File: src/hdl/urif_pkg.sv
// Shared types and constants for the unique random index filter.
// Used by the controller, the datapath and the top level; depends on nothing else.
package urif_pkg;

    localparam int WORD_W      = 30;  // random candidate word
    localparam int SIZE_W      = 17;  // size register and emitted count
    localparam int INDEX_W     = 16;  // index and position fields
    localparam int ROW_W       = 32;  // seen-map bits held in one memory row
    localparam int ROW_BIT_W   = 5;   // bit select within a row
    localparam int IN_TDATA_W  = 32;
    localparam int OUT_TDATA_W = 32;
    localparam int DIV_CNT_W   = 5;   // counts the remainder steps

    localparam logic [SIZE_W-1:0]    SIZE_RESET   = 17'd65536;
    localparam logic [SIZE_W-1:0]    INDEX_LIMIT  = 17'd65536;
    localparam logic [DIV_CNT_W-1:0] DIV_LAST_CNT = 5'd29;

    // Commands from the controller to the datapath.
    typedef struct packed {
        logic load;       // latch the word and the effective size
        logic div_step;   // one restoring remainder step
        logic mem_rd;     // read the seen-map row of the index
        logic emit;       // mark the index, load the output, bump the count
        logic clr_step;   // clear one seen-map row
        logic clr_count;  // zero the emitted count
    } cmd_t;

    // Status from the datapath to the controller.
    typedef struct packed {
        logic complete;   // every index of the current size has been emitted
        logic div_last;   // the current remainder step is the final one
        logic clr_last;   // the current clearing row is the final one
        logic seen;       // the index is already marked in the map
        logic out_free;   // the output register can take a result this cycle
    } sts_t;

endpackage

File: src/hdl/urif_ctrl.sv
// Controller state machine for the unique random index filter.
// Depends on urif_pkg for the command and status structs.
module urif_ctrl (
    input  logic           aclk,
    input  logic           aresetn,
    input  logic           s_tvalid,
    input  logic           s_restart,
    input  urif_pkg::sts_t sts,
    output logic           s_tready,
    output urif_pkg::cmd_t cmd
);
    import urif_pkg::*;

    typedef enum logic [4:0] {
        ST_CLEAR = 5'b00001,
        ST_IDLE  = 5'b00010,
        ST_DIV   = 5'b00100,
        ST_READ  = 5'b01000,
        ST_CHECK = 5'b10000
    } state_t;

    state_t state_reg;
    state_t state_next;

    always_ff @(posedge aclk) begin
        if (!aresetn) begin
            state_reg <= ST_CLEAR;
        end else begin
            state_reg <= state_next;
        end
    end

    always_comb begin
        state_next = state_reg;
        cmd        = '0;
        s_tready   = 1'b0;
        unique case (state_reg)
            ST_CLEAR: begin
                cmd.clr_step = 1'b1;
                if (sts.clr_last) begin
                    state_next = ST_IDLE;
                end
            end
            ST_IDLE: begin
                s_tready = 1'b1;
                if (s_tvalid) begin
                    if (s_restart) begin
                        cmd.clr_count = 1'b1;
                        state_next    = ST_CLEAR;
                    end else if (!sts.complete) begin
                        cmd.load   = 1'b1;
                        state_next = ST_DIV;
                    end
                end
            end
            ST_DIV: begin
                cmd.div_step = 1'b1;
                if (sts.div_last) begin
                    state_next = ST_READ;
                end
            end
            ST_READ: begin
                cmd.mem_rd = 1'b1;
                state_next = ST_CHECK;
            end
            ST_CHECK: begin
                // A repeated index is dropped; a new one waits for a free output.
                if (sts.seen) begin
                    state_next = ST_IDLE;
                end else if (sts.out_free) begin
                    cmd.emit   = 1'b1;
                    state_next = ST_IDLE;
                end
            end
            default: begin
                state_next = ST_CLEAR;
            end
        endcase
    end

endmodule

File: config.mk
export PLATFORM = sky130hd
export DESIGN_NAME = urif_ctrl
export DESIGN_NICKNAME = d
export VERILOG_FILES = /design/src/hdl/urif_pkg.sv /design/src/hdl/urif_ctrl.sv
export SDC_FILE = /design/constraint.sdc
export NUM_CORES = 1
export LEC_CHECK = 0
export ABC_AREA = 1
export ABC_CLOCK_PERIOD_IN_PS = 1500
export BUFFER_PORTS_ARGS = -buffer_cell sky130_fd_sc_hd__buf_2
export CORE_AREA = 5 5 42 44
export CTS_BUF_LIST = sky130_fd_sc_hd__clkbuf_4 sky130_fd_sc_hd__clkbuf_8
export DETAILED_ROUTE_END_ITERATION = 8
export DIE_AREA = 0 0 47 49
export HOLD_SLACK_MARGIN = 0.12
export MAX_ROUTING_LAYER = met4
export PLACE_DENSITY = 0.61
export SYNTH_ARGS = -nofsm -noshare
export SYNTH_HDL_FRONTEND = slang
export SYNTH_SLANG_ARGS = --single-unit
File: constraint.sdc
create_clock -name aclk -period 1.5 [get_ports aclk]
set_clock_uncertainty 0.2 [all_clocks]
set_input_delay 0.075 -clock aclk [delete_from_list [all_inputs] [get_ports aclk]]
set_output_delay 0.075 -clock aclk [all_outputs]
set_load 0.005 [all_outputs]
==> results of run 1 <==
[critical path, delay by kind of cell, from the launching register on]
| kind | cells | cell delay [ns] |
|---|---|---|
| AND/OR/NAND/NOR | 5 | 0.49 |
| flip-flops | 1 | 0.33 |
| buffers and inverters | 1 | 0.13 |
[layer usage]
layer  wire length [µm]  global-route usage  up-vias
met5                  0                   -        -
met4                  0             0.02765        0
met3                 61             0.02214        0
met2                539              0.1652       11
met1                482              0.1143      211
li1                   -                   -      262
[cells by family (layout without fill, tap and decap cells)]
group                  Yosys count  after routing  share of synthesized area
buffers and inverters           10             40                    0.09614
DFF                              5              5                     0.2564
and+or+nand+nor                 50             50                     0.6218
AOI/OAI and AO/OA                2              2                    0.02564
[Yosys cell counts]
master | instances | area (µm²)
nor2_1 | 13 | 48.80
a21oi_1 | 2 | 10.01
nor3_2 | 1 | 10.01
inv_1 | 9 | 33.78
nand2_2 | 5 | 31.28
nor3_1 | 1 | 5.000
nor2_4 | 3 | 33.78
inv_2 | 1 | 3.750
nor2_2 | 2 | 12.51
nand4_1 | 3 | 18.77
dfxtp_1 | 5 | 100.1
nand2_1 | 22 | 82.58
[layout make-up]
class	count	area, µm²
flip-flops and latches	5	111.4
repair buffers	26	183.9
inverters	10	40.04
fillers	143	740.7
well taps	16	20.02
clock buffers	4	30.03
multi-input cells	52	275.3
[through the flow]
step	utilization	TNS [ns]	hold WS, ns	area, µm²
after floorplan	-	0	-0.01890	390.4
after global placement	0.3518	0	0.1519	493.0
after detailed placement	0.3518	0	0.1388	493.0
after CTS	0.4348	-0.05867	0.1597	609.3
after global routing	0.4714	-0.2441	0.1776	660.6
final	0.4714	0	0.1655	660.6
[what timing repair did]
item | in CTS | in global routing
pin swaps | 2 | 6
setup buffers | 2 | 2
gates cloned | 0 | 0
resized for setup | 1 | 15
hold buffers | 7 | 0
hold endpoints to repair | 5 | 0
endpoints found under the setup margin | 3 | 9
[path summary, 6_finish.rpt]
path | from | end | slack, ns | cells past startpoint
setup / recovery | state_reg[2]$_SDFFE_PN0P_ | cmd[5] | 0.02 | 6
hold / removal | sts[3] | state_reg[3]$_SDFFE_PN0P_ | 0.17 | 7
setup reg to reg | state_reg[2]$_SDFFE_PN0P_ | state_reg[2]$_SDFFE_PN0P_ | 0.04 | 9
hold reg to reg | state_reg[1]$_SDFFE_PN0P_ | state_reg[1]$_SDFFE_PN0P_ | 0.33 | 2
[where the power goes]
group / internal (mW) / switching [mW]
logic: 0.219 / 0.289
registers: 0.177 / 0.0490
clock network: 0.118 / 0.0525
total: 0.514 / 0.391
==> impl_metrics.yaml, run 1 <==
status:
  outcome: "completed"
clock_tree:
  cts_tree: "built"
  htree_levels: 1
  clock_sinks: 5
  path_clk_slew_ns: 0.04
  cts_root_buffer: "clkbuf_4"
  clk_latency_ns: 0.24
  cts.path.max_buffers: 2
  cts_buffers: 3
route:
  drt_iter0_markers: 9
  drt-total-wl_mm: 1.082
  drc: 0
  wl_per_cell_um: 9.575
  ant_nets: 0
  first_pass_iters: 4
  vias_per_cell: 4.283
  vias: 484
die:
  rows: 14
  fp.dieH_um: 49
  die-area_um2: 2303
  die_w_um: 47
  coreArea_um2: 1401
  start_util: 0.2786
  pin_count: 16
placement:
  dp.cells: 99
  dp_slack_ns: 0.1207
  gp_congestion: 0.7436
  portBuffers: 15
  dp_hpwl_um: 755.3
final_layout:
  final_common_cell: "nand2_1"
  instances_no_fill: 113
  drive_gt1_frac: 0.4742
  layout_common_cells: "18 x nand2_1, 13 x buf_2, 12 x nor2_1"
  nNetsFinal: 107
  area_growth_pct: 69.23
  diodes: 0
  largest_reg_flops: 5
sta:
  timing.final.crit_share: 0.9836
  drv_slew: 0
  worstMarginPinSlew_ns: 0.1642
  fin_ws_ns: 0.02460
  slew_headroom: 0.8901
  post-route-min-period_ns: 1.475
  finalHoldViolCount: 0
  setup_viol: 0
  fmax_mhz: 677.8
  rsz0062_at_grt: "true"
hold_path:
  hp-class: "in2reg"
global_route:
  grt_start_max_net_pins: 7
  antenna_found_initial: 0
  grt_pass1_vias: 424
  gr-total-overflow: 0
  grt_pass1_wl_mm: 1.662
  grtUsageTotal: 0.09892
power_and_ir_drop:
  fin_total_pwr_mw: 0.9053
  p_leak_nw: 0.3520
  power.density_nw_per_um2: 1370
  ir_worst_vdd_v: 0.0007792
logic_synthesis:
  ys_seq_area_frac: 0.2564
  yosysWarnings: 0
  synth_nets: 76
  netlist_area_um2: 390.4
  yosys_register_bits: 5
  netlist_instances: 67
  ys_types: 12
  avgSynthCellArea_um2: 5.826
flow_run:
  timing.max_cap.violations: 0
critical_path:
  cp_slowest_stage_delay_ns: 0.33
  crit_chain: "nor2_4, nand2_2, nor2_4, nand2_2, nor3_2, buf_2"
  critPathKind: "reg2out"
  endpoint_kind: "primary output"
  setup.worst_path.start_class: "flop"
  crit_arrival_ns: 1.20
  crit_path_top_delay_cell: "dfxtp_2"
  worstPathRequired_ns: 1.22
  cp_max_fo: 4
Note: power is estimated with default switching activity, not from simulation.
==> run 2, diff against run 1 <==
--- a/config.mk
+++ b/config.mk
@@ -6,10 +6,10 @@
 export NUM_CORES = 1
 export LEC_CHECK = 0
 export ABC_AREA = 1
-export ABC_CLOCK_PERIOD_IN_PS = 1500
+export ABC_CLOCK_PERIOD_IN_PS = 1600
 export BUFFER_PORTS_ARGS = -buffer_cell sky130_fd_sc_hd__buf_2
 export CORE_AREA = 5 5 42 44
-export CTS_BUF_LIST = sky130_fd_sc_hd__clkbuf_4 sky130_fd_sc_hd__clkbuf_8
+export CTS_BUF_LIST = sky130_fd_sc_hd__clkbuf_8 sky130_fd_sc_hd__clkbuf_16
 export DETAILED_ROUTE_END_ITERATION = 8
 export DIE_AREA = 0 0 47 49
 export HOLD_SLACK_MARGIN = 0.12
==> constraint.sdc (replaced) <==
create_clock -name aclk -period 1.6 [get_ports aclk]
set_clock_uncertainty 0.2 [all_clocks]
set_input_delay 0.08 -clock aclk [delete_from_list [all_inputs] [get_ports aclk]]
set_output_delay 0.08 -clock aclk [all_outputs]
set_load 0.005 [all_outputs]
==> impl_metrics.yaml, run 2 (synthesized netlist as in run 1, its figures left out) <==
placement:
  gp_congestion: 0.7712
  dp_hpwl_um: 746.3
  dp.cells: 98
  portBuffers: 15
  dp_slack_ns: 0.2087
sta:
  post-route-min-period_ns: 1.530
  finalHoldViolCount: 0
  rsz0062_at_grt: "true"
  worstMarginPinSlew_ns: 0.2487
  fin_ws_ns: 0.07042
  timing.final.crit_share: 0.9560
  fmax_mhz: 653.8
  slew_headroom: 0.8333
  setup_viol: 0
  drv_slew: 0
global_route:
  grt_pass1_wl_mm: 1.573
  grtUsageTotal: 0.09452
  grt_pass1_vias: 407
  grt_start_max_net_pins: 7
  antenna_found_initial: 0
  gr-total-overflow: 0
critical_path:
  crit_chain: "nor2_4, nand2_2, nor2_4, nand2_2, nor3_2, buf_2"
  critPathKind: "reg2out"
  endpoint_kind: "primary output"
  worstPathRequired_ns: 1.32
  cp_max_fo: 5
  crit_path_top_delay_cell: "dfxtp_2"
  crit_arrival_ns: 1.25
  setup.worst_path.start_class: "flop"
  cp_slowest_stage_delay_ns: 0.34
die:
  pin_count: 16
  rows: 14
  coreArea_um2: 1401
  start_util: 0.2786
  die-area_um2: 2303
  fp.dieH_um: 49
  die_w_um: 47
final_layout:
  nFillCells: 142
  layout_common_cells: "20 x nand2_1, 15 x buf_2, 12 x nor2_1"
  instances_no_fill: 109
  drive_gt1_frac: 0.3978
  diodes: 0
  nNetsFinal: 103
  largest_reg_flops: 5
  final_common_cell: "nand2_1"
  area_growth_pct: 56.09
clock_tree:
  cts_tree: "built"
  path_clk_slew_ns: 0.03
  clk_latency_ns: 0.21
  cts_buffers: 3
  cts.path.max_buffers: 2
  htree_levels: 1
  clock_sinks: 5
  cts_root_buffer: "clkbuf_8"
power_and_ir_drop:
  power.share.combinational: 0.510
  seq_power_share: 0.233
  switching_power_mw: 0.3528
  power.density_nw_per_um2: 1399
  p_leak_nw: 0.3362
  switching_share: 0.4138
  p_clk_frac: 0.257
  internal_power_mw: 0.4998
  ir_worst_vdd_v: 0.0007113
flow_run:
  timing.max_cap.violations: 0
route:
  vias_per_cell: 4.128
  drt_iter0_markers: 15
  drt-total-wl_um: 917
  first_pass_iters: 4
  wl_per_cell_um: 8.413
  vias: 450
  ant_nets: 0
  drc: 0
hold_path:
  hp-class: "in2reg"
status:
  outcome: "completed"
-- run 2: cell count changes in the layout (fill, tap and decap cells not counted), sizes merged --
cell | previous run | this run
buf | 19 | 17
inv | 10 | 11
dlygate4sd3 | 7 | 5
clkbuf | 4 | 3
-- run 2: final timing paths --
kind	slack [ns]	from	end	cells past startpoint
max reg2reg	0.11	state_reg[3]$_SDFFE_PN0P_	state_reg[2]$_SDFFE_PN0P_	9
max	0.07	state_reg[3]$_SDFFE_PN0P_	cmd[5]	6
min reg2reg	0.35	state_reg[1]$_SDFFE_PN0P_	state_reg[1]$_SDFFE_PN0P_	2
min	0.13	s_tvalid	state_reg[3]$_SDFFE_PN0P_	7
-- run 2: area by class of cell --
class                      instances  area [µm²]  area share
clock inverter                     1       3.754    0.006160
multi-input combinational         52       265.3      0.4353
tap                               16       20.02     0.03285
inverter                          10       37.54     0.06160
sequential                         5       101.3      0.1663
clock buffer                       3       41.29     0.06776
timing repair buffer              22       140.1      0.2300
-- run 2: power groups by stage --
stage                     combinational [mW]  sequential [mW]  clock, mW
after floorplan                        0.325            0.191          0
after global placement                 0.418            0.196          0
after detailed placement               0.415            0.198          0
after CTS                              0.426            0.196      0.225
after global routing                   0.513            0.206      0.242
final                                  0.435            0.198      0.219
-- run 2: layer usage --
layer | GRT usage | up-vias | part of all wire
met5 | - | - | 0
met4 | 0.04147 | 0 | 0
met3 | 0.03690 | 0 | 0.064
met2 | 0.1267 | 13 | 0.45
met1 | 0.1228 | 182 | 0.48
li1 | - | 255 | -
-- run 2: stage by stage --
| stage | instance area [µm²] | utilization | hold WS (ns) | setup TNS, ns | power (mW) |
|---|---|---|---|---|---|
| floorplan | 390.4 | - | -0.008904 | 0 | 0.5160 |
| global placement | 485.5 | 0.3464 | 0.1401 | 0 | 0.6135 |
| detailed placement | 485.5 | 0.3464 | 0.1476 | 0 | 0.6130 |
| CTS | 580.6 | 0.4143 | 0.1364 | 0 | 0.8472 |
| global route | 609.3 | 0.4348 | 0.1450 | -0.03151 | 0.9603 |
| finish | 609.3 | 0.4348 | 0.1273 | 0 | 0.8526 |
-- run 2: timing repair --
item	in CTS	in global routing
endpoints found under the hold margin	5	0
hold buffers	5	0
endpoints found under the setup margin	0	2
setup buffers	0	2
resized for setup	0	5
-- run 2: worst max-delay path: cells and delay by family, from the launching register on --
family	cells	cell delay, ns
flops	1	0.34
buf+inv	1	0.13
simple gates	5	0.57
